## src/sv/assert_macros.svh

```systemverilog
// Assertion helpers shared by the RTL
`ifndef ASSERT_MACROS_SVH
`define ASSERT_MACROS_SVH

`ifndef NO_ASSERTIONS
// Check that cons holds in the same cycle as ante
`define ASSERT_IMPLY(lbl, clk, rstn, ante, cons, msg) \
    lbl: assert property (@(posedge clk) disable iff (!rstn) (ante) |-> (cons)) \
        else $error(msg);
// Check that cons holds in the cycle after ante
`define ASSERT_NEXT(lbl, clk, rstn, ante, cons, msg) \
    lbl: assert property (@(posedge clk) disable iff (!rstn) (ante) |=> (cons)) \
        else $error(msg);
`else
`define ASSERT_IMPLY(lbl, clk, rstn, ante, cons, msg)
`define ASSERT_NEXT(lbl, clk, rstn, ante, cons, msg)
`endif

`endif

```

## src/sv/lkv_pkg.sv

```systemverilog
package lkv_pkg;

    localparam int DATA_WIDTH    = 32;
    localparam int CFG_WIDTH     = 5;
    localparam int DEF_ENTRIES   = 16;
    localparam int DEF_KEY_WIDTH = 32;
    localparam int QUEUE_DEPTH   = 2;

    localparam logic [CFG_WIDTH-1:0] CAP_RESET = 5'd16;

    // Request actions
    localparam logic ACT_GET = 1'b0;
    localparam logic ACT_PUT = 1'b1;

    // One request as it travels from the front queue to the engine
    typedef struct packed {
        logic                  action;
        logic [DATA_WIDTH-1:0] key;
        logic [DATA_WIDTH-1:0] value;
    } req_t;

endpackage

```

## src/sv/lru_key_value_cache.sv

```systemverilog
// Fully associative key-value cache with least-recently-used replacement.
// Request channel: drive action (0 get, 1 put), lookup_key and store_value
// with start high; the request is taken at a clock edge where busy is low.
// A two-entry request queue sits in front of the lookup engine, so busy is
// only high when that queue is full.
// Result channel: done is high for one cycle with hit, read_value, evicted
// and evicted_key; the receiver cannot hold results off.
// A request passes the queue slot, the classified-operation registers and the
// result registers; the engine takes no new request while it holds one, due to
// its classify-then-update step on the shared entry table.
// Capacity: cfg_write_data is written on an edge with cfg_write_en high; it
// resets to 16, zero acts as 1, values above the entry count saturate.
// Write it only while no request is outstanding.
// Reset clears all valid marks, the occupancy and the queue at once; the
// block takes requests right after reset.
`include "assert_macros.svh"

module lru_key_value_cache
    import lkv_pkg::*;
#(
    parameter int ENTRIES   = DEF_ENTRIES,
    parameter int KEY_WIDTH = DEF_KEY_WIDTH
)
(
    input  logic                         clk,
    input  logic                         rst_n,
    input  logic                         start,
    output logic                         busy,
    input  logic                         action,
    input  logic signed [DATA_WIDTH-1:0] lookup_key,
    input  logic signed [DATA_WIDTH-1:0] store_value,
    input  logic                         cfg_write_en,
    input  logic        [CFG_WIDTH-1:0]  cfg_write_data,
    output logic                         done,
    output logic                         hit,
    output logic signed [DATA_WIDTH-1:0] read_value,
    output logic                         evicted,
    output logic signed [DATA_WIDTH-1:0] evicted_key
);

    logic [CFG_WIDTH-1:0]  capacity_reg;
    req_t                  push_req;
    req_t                  head_req;
    logic                  head_valid;
    logic                  head_ready;
    logic                  queue_full;
    logic [DATA_WIDTH-1:0] read_value_raw;
    logic [DATA_WIDTH-1:0] evicted_key_raw;

    // Hold the capacity register
    always_ff @(posedge clk or negedge rst_n)
    begin
        if (!rst_n)
        begin
            capacity_reg <= CAP_RESET;
        end
        else if (cfg_write_en)
        begin
            capacity_reg <= cfg_write_data;
        end
    end

    // Pack the incoming request
    always_comb
    begin
        push_req.action = action;
        push_req.key    = lookup_key;
        push_req.value  = store_value;
    end

    assign busy = queue_full;

    lkv_req_queue u_queue
    (
        .clk        (clk),
        .rst_n      (rst_n),
        .push_valid (start),
        .push_req   (push_req),
        .full       (queue_full),
        .pop_valid  (head_valid),
        .pop_ready  (head_ready),
        .pop_req    (head_req)
    );

    lkv_engine #(
        .ENTRIES   (ENTRIES),
        .KEY_WIDTH (KEY_WIDTH)
    ) u_engine
    (
        .clk         (clk),
        .rst_n       (rst_n),
        .capacity    (capacity_reg),
        .req_valid   (head_valid),
        .req         (head_req),
        .req_ready   (head_ready),
        .done        (done),
        .hit         (hit),
        .read_value  (read_value_raw),
        .evicted     (evicted),
        .evicted_key (evicted_key_raw)
    );

    assign read_value  = read_value_raw;
    assign evicted_key = evicted_key_raw;

    `ASSERT_NEXT(a_done_spacing, clk, rst_n, done, !done, "results closer than two cycles")
    `ASSERT_IMPLY(a_evict_on_miss, clk, rst_n, done && evicted, !hit, "eviction on a hit")
    `ASSERT_IMPLY(a_read_needs_hit, clk, rst_n, done && (read_value != '0), hit && !evicted, "read value without a get hit")
    `ASSERT_IMPLY(a_busy_from_push, clk, rst_n, $rose(busy), $past(start), "queue filled without a request")

endmodule

```

## src/sv/lkv_req_queue.sv

```systemverilog
module lkv_req_queue
    import lkv_pkg::*;
(
    input  logic clk,
    input  logic rst_n,
    input  logic push_valid,
    input  req_t push_req,
    output logic full,
    output logic pop_valid,
    input  logic pop_ready,
    output req_t pop_req
);

    localparam int PTR_W = (QUEUE_DEPTH > 1) ? $clog2(QUEUE_DEPTH) : 1;
    localparam int CNT_W = $clog2(QUEUE_DEPTH + 1);

    req_t             slot_reg [QUEUE_DEPTH];
    logic [PTR_W-1:0] wr_ptr_reg;
    logic [PTR_W-1:0] rd_ptr_reg;
    logic [CNT_W-1:0] count_reg;
    logic             do_push;
    logic             do_pop;

    assign full      = (count_reg == CNT_W'(QUEUE_DEPTH));
    assign pop_valid = (count_reg != '0);
    assign pop_req   = slot_reg[rd_ptr_reg];
    assign do_push   = push_valid && !full;
    assign do_pop    = pop_valid && pop_ready;

    // Store an incoming request
    always_ff @(posedge clk)
    begin
        if (do_push)
        begin
            slot_reg[wr_ptr_reg] <= push_req;
        end
    end

    // Advance pointers and occupancy
    always_ff @(posedge clk or negedge rst_n)
    begin
        if (!rst_n)
        begin
            wr_ptr_reg <= '0;
            rd_ptr_reg <= '0;
            count_reg  <= '0;
        end
        else
        begin
            if (do_push)
            begin
                wr_ptr_reg <= (wr_ptr_reg == PTR_W'(QUEUE_DEPTH - 1)) ? '0
                                                                      : wr_ptr_reg + 1'b1;
            end
            if (do_pop)
            begin
                rd_ptr_reg <= (rd_ptr_reg == PTR_W'(QUEUE_DEPTH - 1)) ? '0
                                                                      : rd_ptr_reg + 1'b1;
            end
            if (do_push && !do_pop)
            begin
                count_reg <= count_reg + 1'b1;
            end
            else if (do_pop && !do_push)
            begin
                count_reg <= count_reg - 1'b1;
            end
        end
    end

endmodule

```

## src/sv/lkv_engine.sv

```systemverilog
module lkv_engine
    import lkv_pkg::*;
#(
    parameter int ENTRIES   = DEF_ENTRIES,
    parameter int KEY_WIDTH = DEF_KEY_WIDTH
)
(
    input  logic                  clk,
    input  logic                  rst_n,
    input  logic [CFG_WIDTH-1:0]  capacity,
    input  logic                  req_valid,
    input  req_t                  req,
    output logic                  req_ready,
    output logic                  done,
    output logic                  hit,
    output logic [DATA_WIDTH-1:0] read_value,
    output logic                  evicted,
    output logic [DATA_WIDTH-1:0] evicted_key
);

    localparam int IDX_W  = (ENTRIES > 1) ? $clog2(ENTRIES) : 1;
    localparam int RANK_W = IDX_W;
    localparam int CNT_W  = $clog2(ENTRIES + 1);
    localparam int CMP_W  = (CNT_W > CFG_WIDTH) ? CNT_W : CFG_WIDTH;

    // Entry table
    logic [KEY_WIDTH-1:0]  entry_key_reg   [ENTRIES];
    logic [DATA_WIDTH-1:0] entry_value_reg [ENTRIES];
    logic [RANK_W-1:0]     entry_rank_reg  [ENTRIES];
    logic [ENTRIES-1:0]    entry_valid_reg;
    logic [CNT_W-1:0]      occupied_reg;

    // Classified operation waiting to execute
    logic                  op_valid_reg;
    logic                  op_action_reg;
    logic [KEY_WIDTH-1:0]  op_key_reg;
    logic [DATA_WIDTH-1:0] op_value_reg;
    logic                  op_hit_reg;
    logic                  op_evict_reg;
    logic                  op_insert_reg;
    logic [IDX_W-1:0]      op_idx_reg;
    logic [CNT_W-1:0]      op_old_rank_reg;

    // Result registers
    logic                  done_reg;
    logic                  hit_reg;
    logic [DATA_WIDTH-1:0] read_value_reg;
    logic                  evicted_reg;
    logic [DATA_WIDTH-1:0] evicted_key_reg;

    logic [KEY_WIDTH-1:0]  head_key;
    logic [DATA_WIDTH-1:0] victim_key_ext;
    logic [ENTRIES-1:0]    match_vec;
    logic [ENTRIES-1:0]    oldest_vec;
    logic                  hit_any;
    logic [IDX_W-1:0]      hit_idx;
    logic [IDX_W-1:0]      free_idx;
    logic [IDX_W-1:0]      victim_idx;
    logic [RANK_W-1:0]     last_rank;
    logic [CMP_W-1:0]      cap_ext;
    logic [CMP_W-1:0]      cap_eff;
    logic                  table_full;
    logic                  take;
    logic                  touch;

    // Fit the 32-bit request key to the stored key width
    if (KEY_WIDTH > DATA_WIDTH)
    begin : g_key_wide
        assign head_key       = {{(KEY_WIDTH - DATA_WIDTH){1'b0}}, req.key};
        assign victim_key_ext = entry_key_reg[op_idx_reg][DATA_WIDTH-1:0];
    end
    else if (KEY_WIDTH == DATA_WIDTH)
    begin : g_key_same
        assign head_key       = req.key;
        assign victim_key_ext = entry_key_reg[op_idx_reg];
    end
    else
    begin : g_key_narrow
        assign head_key       = req.key[KEY_WIDTH-1:0];
        assign victim_key_ext = {{(DATA_WIDTH - KEY_WIDTH){1'b0}}, entry_key_reg[op_idx_reg]};
    end

    assign req_ready = !op_valid_reg;
    assign take      = req_valid && req_ready;
    assign touch     = op_hit_reg || op_evict_reg || op_insert_reg;

    // Classify the head request against the table
    always_comb
    begin
        last_rank = RANK_W'(occupied_reg - CNT_W'(1));
        for (int i = 0; i < ENTRIES; i++)
        begin
            match_vec[i]  = entry_valid_reg[i] && (entry_key_reg[i] == head_key);
            oldest_vec[i] = entry_valid_reg[i] && (entry_rank_reg[i] == last_rank);
        end
        hit_any    = |match_vec;
        hit_idx    = '0;
        free_idx   = '0;
        victim_idx = '0;
        for (int i = ENTRIES - 1; i >= 0; i--)
        begin
            if (match_vec[i])
            begin
                hit_idx = IDX_W'(i);
            end
            if (!entry_valid_reg[i])
            begin
                free_idx = IDX_W'(i);
            end
            if (oldest_vec[i])
            begin
                victim_idx = IDX_W'(i);
            end
        end
        cap_ext = CMP_W'(capacity);
        cap_eff = cap_ext;
        if (cap_ext == '0)
        begin
            cap_eff = CMP_W'(1);
        end
        else if (cap_ext > CMP_W'(ENTRIES))
        begin
            cap_eff = CMP_W'(ENTRIES);
        end
        table_full = (CMP_W'(occupied_reg) >= cap_eff);
    end

    // Hold the classified operation
    always_ff @(posedge clk)
    begin
        if (take)
        begin
            op_action_reg <= req.action;
            op_key_reg    <= head_key;
            op_value_reg  <= req.value;
            op_hit_reg    <= hit_any;
            op_evict_reg  <= !hit_any && (req.action == ACT_PUT) && table_full;
            op_insert_reg <= !hit_any && (req.action == ACT_PUT) && !table_full;
            if (hit_any)
            begin
                op_idx_reg      <= hit_idx;
                op_old_rank_reg <= CNT_W'(entry_rank_reg[hit_idx]);
            end
            else
            begin
                op_idx_reg      <= table_full ? victim_idx : free_idx;
                op_old_rank_reg <= occupied_reg;
            end
        end
    end

    // Update key, value and rank of the entries
    always_ff @(posedge clk)
    begin
        if (op_valid_reg && touch)
        begin
            for (int i = 0; i < ENTRIES; i++)
            begin
                if (IDX_W'(i) == op_idx_reg)
                begin
                    entry_rank_reg[i] <= '0;
                    if (op_action_reg == ACT_PUT)
                    begin
                        entry_value_reg[i] <= op_value_reg;
                    end
                    if (op_evict_reg || op_insert_reg)
                    begin
                        entry_key_reg[i] <= op_key_reg;
                    end
                end
                else if (entry_valid_reg[i] &&
                         (CNT_W'(entry_rank_reg[i]) < op_old_rank_reg))
                begin
                    entry_rank_reg[i] <= entry_rank_reg[i] + 1'b1;
                end
            end
        end
    end

    // Capture the result
    always_ff @(posedge clk)
    begin
        if (op_valid_reg)
        begin
            hit_reg         <= op_hit_reg;
            read_value_reg  <= (op_hit_reg && (op_action_reg == ACT_GET))
                               ? entry_value_reg[op_idx_reg] : '0;
            evicted_reg     <= op_evict_reg;
            evicted_key_reg <= op_evict_reg ? victim_key_ext : '0;
        end
    end

    // Control state: valid marks, occupancy, stage flags
    always_ff @(posedge clk or negedge rst_n)
    begin
        if (!rst_n)
        begin
            entry_valid_reg <= '0;
            occupied_reg    <= '0;
            op_valid_reg    <= 1'b0;
            done_reg        <= 1'b0;
        end
        else
        begin
            done_reg <= op_valid_reg;
            if (take)
            begin
                op_valid_reg <= 1'b1;
            end
            else if (op_valid_reg)
            begin
                op_valid_reg <= 1'b0;
            end
            if (op_valid_reg && op_insert_reg)
            begin
                entry_valid_reg[op_idx_reg] <= 1'b1;
                occupied_reg                <= occupied_reg + 1'b1;
            end
        end
    end

    assign done        = done_reg;
    assign hit         = hit_reg;
    assign read_value  = read_value_reg;
    assign evicted     = evicted_reg;
    assign evicted_key = evicted_key_reg;

endmodule
```

## config.mk

```make
export PLATFORM = sky130hd
export DESIGN_NAME = lru_key_value_cache
export DESIGN_NICKNAME = d
export VERILOG_FILES = /design/src/sv/lkv_pkg.sv /design/src/sv/lru_key_value_cache.sv /design/src/sv/lkv_req_queue.sv /design/src/sv/lkv_engine.sv
export VERILOG_INCLUDE_DIRS = /design/src /design/src/sv
export SDC_FILE = /design/constraint.sdc
export NUM_CORES = 2
export LEC_CHECK = 0
export BUFFER_PORTS_ARGS = -buffer_cell sky130_fd_sc_hd__buf_2
export CAP_MARGIN = 20
export CELL_PAD_IN_SITES_DETAIL_PLACEMENT = 1
export CELL_PAD_IN_SITES_GLOBAL_PLACEMENT = 1
export CORE_MARGIN = 2
export CORE_UTILIZATION = 45
export DETAILED_ROUTE_END_ITERATION = 8
export GPL_ROUTABILITY_DRIVEN = 0
export PLACE_DENSITY_LB_ADDON = 0.1
export SETUP_SLACK_MARGIN = 0.1
export SYNTH_ARGS = -nofsm -noshare
export SYNTH_HDL_FRONTEND = slang
export SYNTH_SLANG_ARGS = --single-unit
```

## constraint.sdc

```tcl
create_clock -name clk -period 8 [get_ports clk]
set_input_delay 1.2 -clock clk [delete_from_list [all_inputs] [get_ports clk]]
set_output_delay 1.2 -clock clk [all_outputs]
set_load 0.1 [all_outputs]
```

# Word level (Yosys, flattened, before mapping)

Memory sizes are Yosys's and may differ from the RTL's. A register that Yosys moved wholly into a read port is not among the register bits.
Index checks and enable logic that the tools add are counted.

Input bits: 74
Logic and storage cells: 614
Bits in registers: 111
Memories: 4
Bits in writable memories: 1218

Memories:

| memory                   | depth | bits a word | read ports | clocked after Yosys merged registers in | write ports | RTL line            | source |
|---|---|---|---|---|---|---|---|
| u_engine.entry_key_reg   | 16    | 32          | 17         | 1                                       | 1           | lkv_engine.sv:27    | `logic [KEY_WIDTH-1:0] entry_key_reg [ENTRIES];` |
| u_engine.entry_value_reg | 16    | 32          | 1          | 1                                       | 1           | lkv_engine.sv:28    | `logic [DATA_WIDTH-1:0] entry_value_reg [ENTRIES];` |
| u_queue.slot_reg         | 2     | 65          | 1          | 0                                       | 1           | lkv_req_queue.sv:17 | `req_t slot_reg [QUEUE_DEPTH];` |
| u_engine.entry_rank_reg  | 16    | 4           | 17         | 0                                       | 16          | lkv_engine.sv:29    | `logic [RANK_W-1:0] entry_rank_reg [ENTRIES];` |

Eq/ne operators: 48
Multiplexer cells: 378
Add/sub/neg operators: 22
Reductions and logical operators: 105
Magnitude comparators: 20
Bitwise gates (word level): 18

Operators by type and width:

| operator              | count |
|---|---|
| $mux W32              | 30 |
| $reduce_or A32 Y1     | 30 |
| $eq A32 B32 Y1        | 16 |
| $mux W4               | 97 |
| $mux W1               | 246 |
| $lt A4 B5 Y1          | 16 |
| $add A4 B1 Y4 const B | 16 |
| $eq A4 B4 Y1          | 16 |
| $logic_and A1 B1 Y1   | 59 |
| $eq A4 B4 Y1 const A  | 8 |
| $eq A3 B4 Y1 const A  | 4 |
| $or A1 B1 Y1          | 16 |
| $or A16 B16 Y16       | 1 |
| $reduce_or A16 Y1     | 1 |
| $mux W5               | 2 |
| $eq A2 B4 Y1 const A  | 2 |
| $logic_not A1 Y1      | 8 |
| $add A5 B1 Y5 const B | 1 |
| $ge A5 B5 Y1          | 1 |
| $gt A5 B5 Y1 const B  | 1 |
| $logic_not A5 Y1      | 1 |
| $lt A4 B5 Y1 const B  | 1 |
| $demux W1 S4          | 1 |
| $eq A1 B4 Y1 const A  | 1 |
| 11 further kinds      | 16 |

# Depth between registers and ports, before layout

Depth after elaboration: 21
Gate-level depth with buffers: 19

# Hierarchy

From an unflattened synthesis, not the netlist that was laid out.

Cells, all modules: 3687
Area, all modules: 63145.6 µm²

By module, submodules not included:

| module              | cells an instance | area each (µm²) | instances |
|---|---|---|---|
| lkv_engine          | 3456              | 57913.0         | 1 |
| lkv_req_queue       | 221               | 5049.8          | 1 |
| lru_key_value_cache | 10                | 182.7           | 1 |

# Worst setup path before layout

Ideal clock, no wire load.

Path type: register to register
From: register u_engine.op_valid_reg
To: memory u_engine.entry_value_reg[4][0] (enable)
Stages on the path, launching flop included: 6
Period minus slack after synthesis: 5630 ps
Setup slack: 2370 ps
Library setup time: 468 ps
Arrival: 5162 ps
Required time: 7532 ps
Cell sequence: dfrtp_1 > o31a_1 > clkbuf_1 > buf_1 > nand3_1 > nor3b_1

Longest elaborated chain between the ends: 19

Ends and longest elaborated chain:

| item                                                       | RTL line          | source |
|---|---|---|
| start: declaration                                         | lkv_engine.sv:34  | `logic op_valid_reg;` |
| start signal: assignment                                   | lkv_engine.sv:200 | `op_valid_reg <= 1'b0;` |
| start signal: assignment                                   | lkv_engine.sv:208 | `op_valid_reg <= 1'b1;` |
| start signal: assignment                                   | lkv_engine.sv:212 | `op_valid_reg <= 1'b0;` |
| $logic_and A1 B1 Y1 *                                      | lkv_engine.sv:155 | `if (op_valid_reg && touch)` |
| $mux W1                                                    | lkv_engine.sv:155 |  |
| $mux W1 (implied by the code)                              | lkv_engine.sv:164 | `entry_value_reg[i] <= op_value_reg;` |
| $reduce_or A32 Y1 (no line)                                | --                |  |
| $mux W4 (no line) or $mux W1 (tied branches) (15 in a row) | --                |  |
| end: declaration                                           | lkv_engine.sv:28  |  |

Mark *: on every way between the ends. The rest lies on a longest branch, timed or not.

# Worst setup path after layout

From: register u_queue.rd_ptr_reg
To: register u_engine.op_old_rank_reg[0], data pin

Longest elaborated chain between the ends: 21

Ends and longest elaborated chain:

| item                     | RTL line            | source |
|---|---|---|
| start: declaration       | lkv_req_queue.sv:19 | `logic [PTR_W-1:0] rd_ptr_reg;` |
| start signal: assignment | lkv_req_queue.sv:57 | `rd_ptr_reg <= (rd_ptr_reg == PTR_W'(QUEUE_DEPTH - 1)) ? '0` |
| $mem_v2 Z2 W65 *         | --                  |  |
| $eq A32 B32 Y1           | lkv_engine.sv:93    | `match_vec[i] = entry_valid_reg[i] && (entry_key_reg[i] == head_key);` |
| $logic_and A1 B1 Y1      | lkv_engine.sv:93    |  |
| $mux W4 (16 in a row)    | lkv_engine.sv:102   | `if (match_vec[i])` |
| $mem_v2 Z16 W4           | --                  |  |
| $mux W4 *                | lkv_engine.sv:139   | `if (hit_any)` |
| end signal: assignment   | lkv_engine.sv:142   | `op_old_rank_reg <= CNT_W'(entry_rank_reg[hit_idx]);` |
| end signal: assignment   | lkv_engine.sv:147   | `op_old_rank_reg <= occupied_reg;` |
| end: declaration         | lkv_engine.sv:42    | `logic [CNT_W-1:0] op_old_rank_reg;` |

Marked as above.
A chain may end at the register's enable or synchronous reset.

==> results.yml <==
outcome:
  status: "finished clean"
synthesis:
  ys_types: 79
  synth_edf_count: 1361
  ys_dominant_reg_cell: "edfxtp_1"
  yosys.cell_count.top_type: "edfxtp_1"
  ys_ff_latch: 1393
  synthTopCellsByArea: "edfxtp_1 (65%), mux4_2 (11%), xnor2_1 (7.8%)"
  synth_area_um2: 63200
  postSynthCellCount: 3688
  syn-num-nets: 3834
  synth_top_area_share_pct: 64.7
  ys_warn_count: 0
  yosys-top-cells-count: "edfxtp_1 (1,361), xnor2_1 (562), mux4_2 (320)"
  synth_top_cell_by_area: "edfxtp_1"
  avgSynthCellArea_um2: 17.1
  synthArstFlopShare_pct: 2.30
  yosysSeqAreaShare_pct: 65.9
finish:
  drive_above_1_share_pct: 22.7
  final_core_util_pct: 51.4
  n_fill_cell: 12900
  syn_to_final_growth_pct: 13.5
  num-nets-final: 4068
clock_tree:
  cts_max_path_buffers: 3
  clock_latency_ns: 0.82
  cts_num_sinks: 1393
  path_clk_slew_ns: 0.06
  post_cts_buffers: 0
  cts_resized: 0
  root_buffer: "clkbuf_16"
  cts_hold_buffers: 0
  cts_tree: "done"
  numCtsBuffers: 151
  htree_levels: 4
timing:
  worst_slack_ns: 1.95
  finalSetupViolCount: 0
  finalCritPeriodShare_pct: 75.6
  finalCriticalPeriod_ns: 6.05
  worst_hold_slack_ns: 0.459
  rsz0062_at_grt: "no"
  fmax_ghz: 0.165
  relSlewSlack_pct: 10.4
  tightest_slew_ns: 1.33
  finClkSkew_ns: 0.0517
  drv_slew: 0
  tns_ns: 0
  finalHoldViolCount: 0
critical_path:
  cp_data_arrival_time_ns: 6.58
  rrSetupSlack_ns: 1.95
  critical_path_required_ns: 8.53
  crit_type: "flop to flop"
  crit_path_start_kind: "flop"
  crit_fanout: 26
  end_kind: "flop"
route:
  first_pass_iters: 7
  antenna_left: 0
  wl_per_cell_um: 39.5
  drt-initial-drc-count: 5180
  num_vias: 38100
  via_per_inst: 6.43
  drc_errors: 0
  drt-total-wl_um: 234000
worst_hold_path:
  hp-class: "input port to async pin"
grt:
  grt_max_degree: 141
  antenna_found_initial: 11
  grt_pass1_wl_um: 320000
  gr-total-overflow: 0
  track_usage_pct: 32.9
  grt_pass1_vias: 37700
floorplan:
  io_pins: 142
  core_um2: 140000
  dieArea_um2: 143000
  num_rows: 137
  initial_core_util_pct: 45.3
  die_width_um: 379
  dieHeight_um: 379
place:
  io_buffer_count: 141
  dp_hpwl_um: 161000
  dpl_worst_slack_ns: 1.86
power:
  powerDensity_nw_per_um2: 444
  max-vdd-ir-drop_uv: 404
  p_total_mw: 31.9
  p_leak_nw: 22.6
flow_run:
  cap_violations: 0
[cell usage in the layout (no fill, tap or decap), drive strengths merged, types with 69 or more instances in the layout]
cell type,netlist,final
buf,70,239
nand3,69,69
ha,72,72
nor4,214,214
clkbuf,89,190
edfxtp,1361,1361
xnor2,562,562
inv,73,76
nor2,144,144
mux4,320,320
[stage by stage]
step | instance area, um2 | std cells
5_1_grt | 71700 | 5919
3_5_place_dp | 66500 | 5631
6_report | 71700 | 5925
3_3_place_gp | 66500 | 5628
2_1_floorplan | 63200 | 3688
4_1_cts | 71600 | 5905
[metal layers]
| layer | wire length, um | track usage (%) | up-vias |
|---|---|---|---|
| met5 | 34 | 0 | - |
| met2 | 103000 | 48.6 | 2396 |
| met4 | 16900 | 19.9 | 6 |
| met3 | 24100 | 9.65 | 634 |
| met1 | 89800 | 43.1 | 20000 |
| li1 | - | - | 15100 |
[layout make-up]
class                           count  area [um2]  share of cell area, %
Sequential cell                  1393       41700                   58.1
Clock buffer                      189        3980                   5.55
Antenna cell                        6        15.0                 0.0209
Multi-Input combinational cell   2063       20800                   29.0
Timing Repair Buffer              240        1590                   2.21
Tap cell                         1876        2350                   3.27
Clock inverter                     85        1080                   1.50
Inverter                           73         277                  0.385
[power breakdown]
group          leakage [nW]  switching (mW)  total (mW)  internal [mW]
Sequential             12.8            1.68        11.9           10.3
Combinational          7.34            8.65        12.8           4.16
Clock                  2.42            3.05        7.12           4.07
Total                  22.6            13.4        31.9           18.5
[kinds of logic (layout without fill, tap and decap cells)]
logic type,count (synthesis),in the layout,synth area share [%]
muxes,421,421,13.6
other,0,6,0
xor gates and xnor gates,618,618,8.56
buffers and inverters,232,587,1.75
adders and majority gates,72,72,1.43
AOI/OAI and AO/OA,195,195,2.22
and+or+nand+nor,757,757,6.54
DFF,1393,1393,65.9
[path summary, 6_finish.rpt]
check	startpoint	endpoint	cells after the start
setup / recovery	u_queue.rd_ptr_reg	u_engine.op_old_rank_reg[0]	13
hold / removal	rst_n	u_queue.rd_ptr_reg	2
setup reg to reg	u_queue.rd_ptr_reg	u_engine.op_old_rank_reg[0]	13
hold reg to reg	u_queue.count_reg[1]	u_queue.count_reg[1]	1
max in group asynchronous	rst_n	capacity_reg[2]	2
min in group clk	u_queue.count_reg[1]	u_queue.count_reg[1]	1
[worst max-delay path, stage by stage, from the launching register on]
cell and delay [ns]:
dfrtp_4 1.07, buf_4 0.37, mux2i_4 0.81, xnor2_1 0.27, nor4_1 0.49, nand4_1 0.19, or3_1 0.44, a211oi_1 0.65
o21ai_1 0.11, a211o_1 0.35, a21oi_2 0.34, mux2_2 0.38, a22oi_1 0.18, o211ai_1 0.11
No activity file was read; power rests on OpenSTA's default activity.
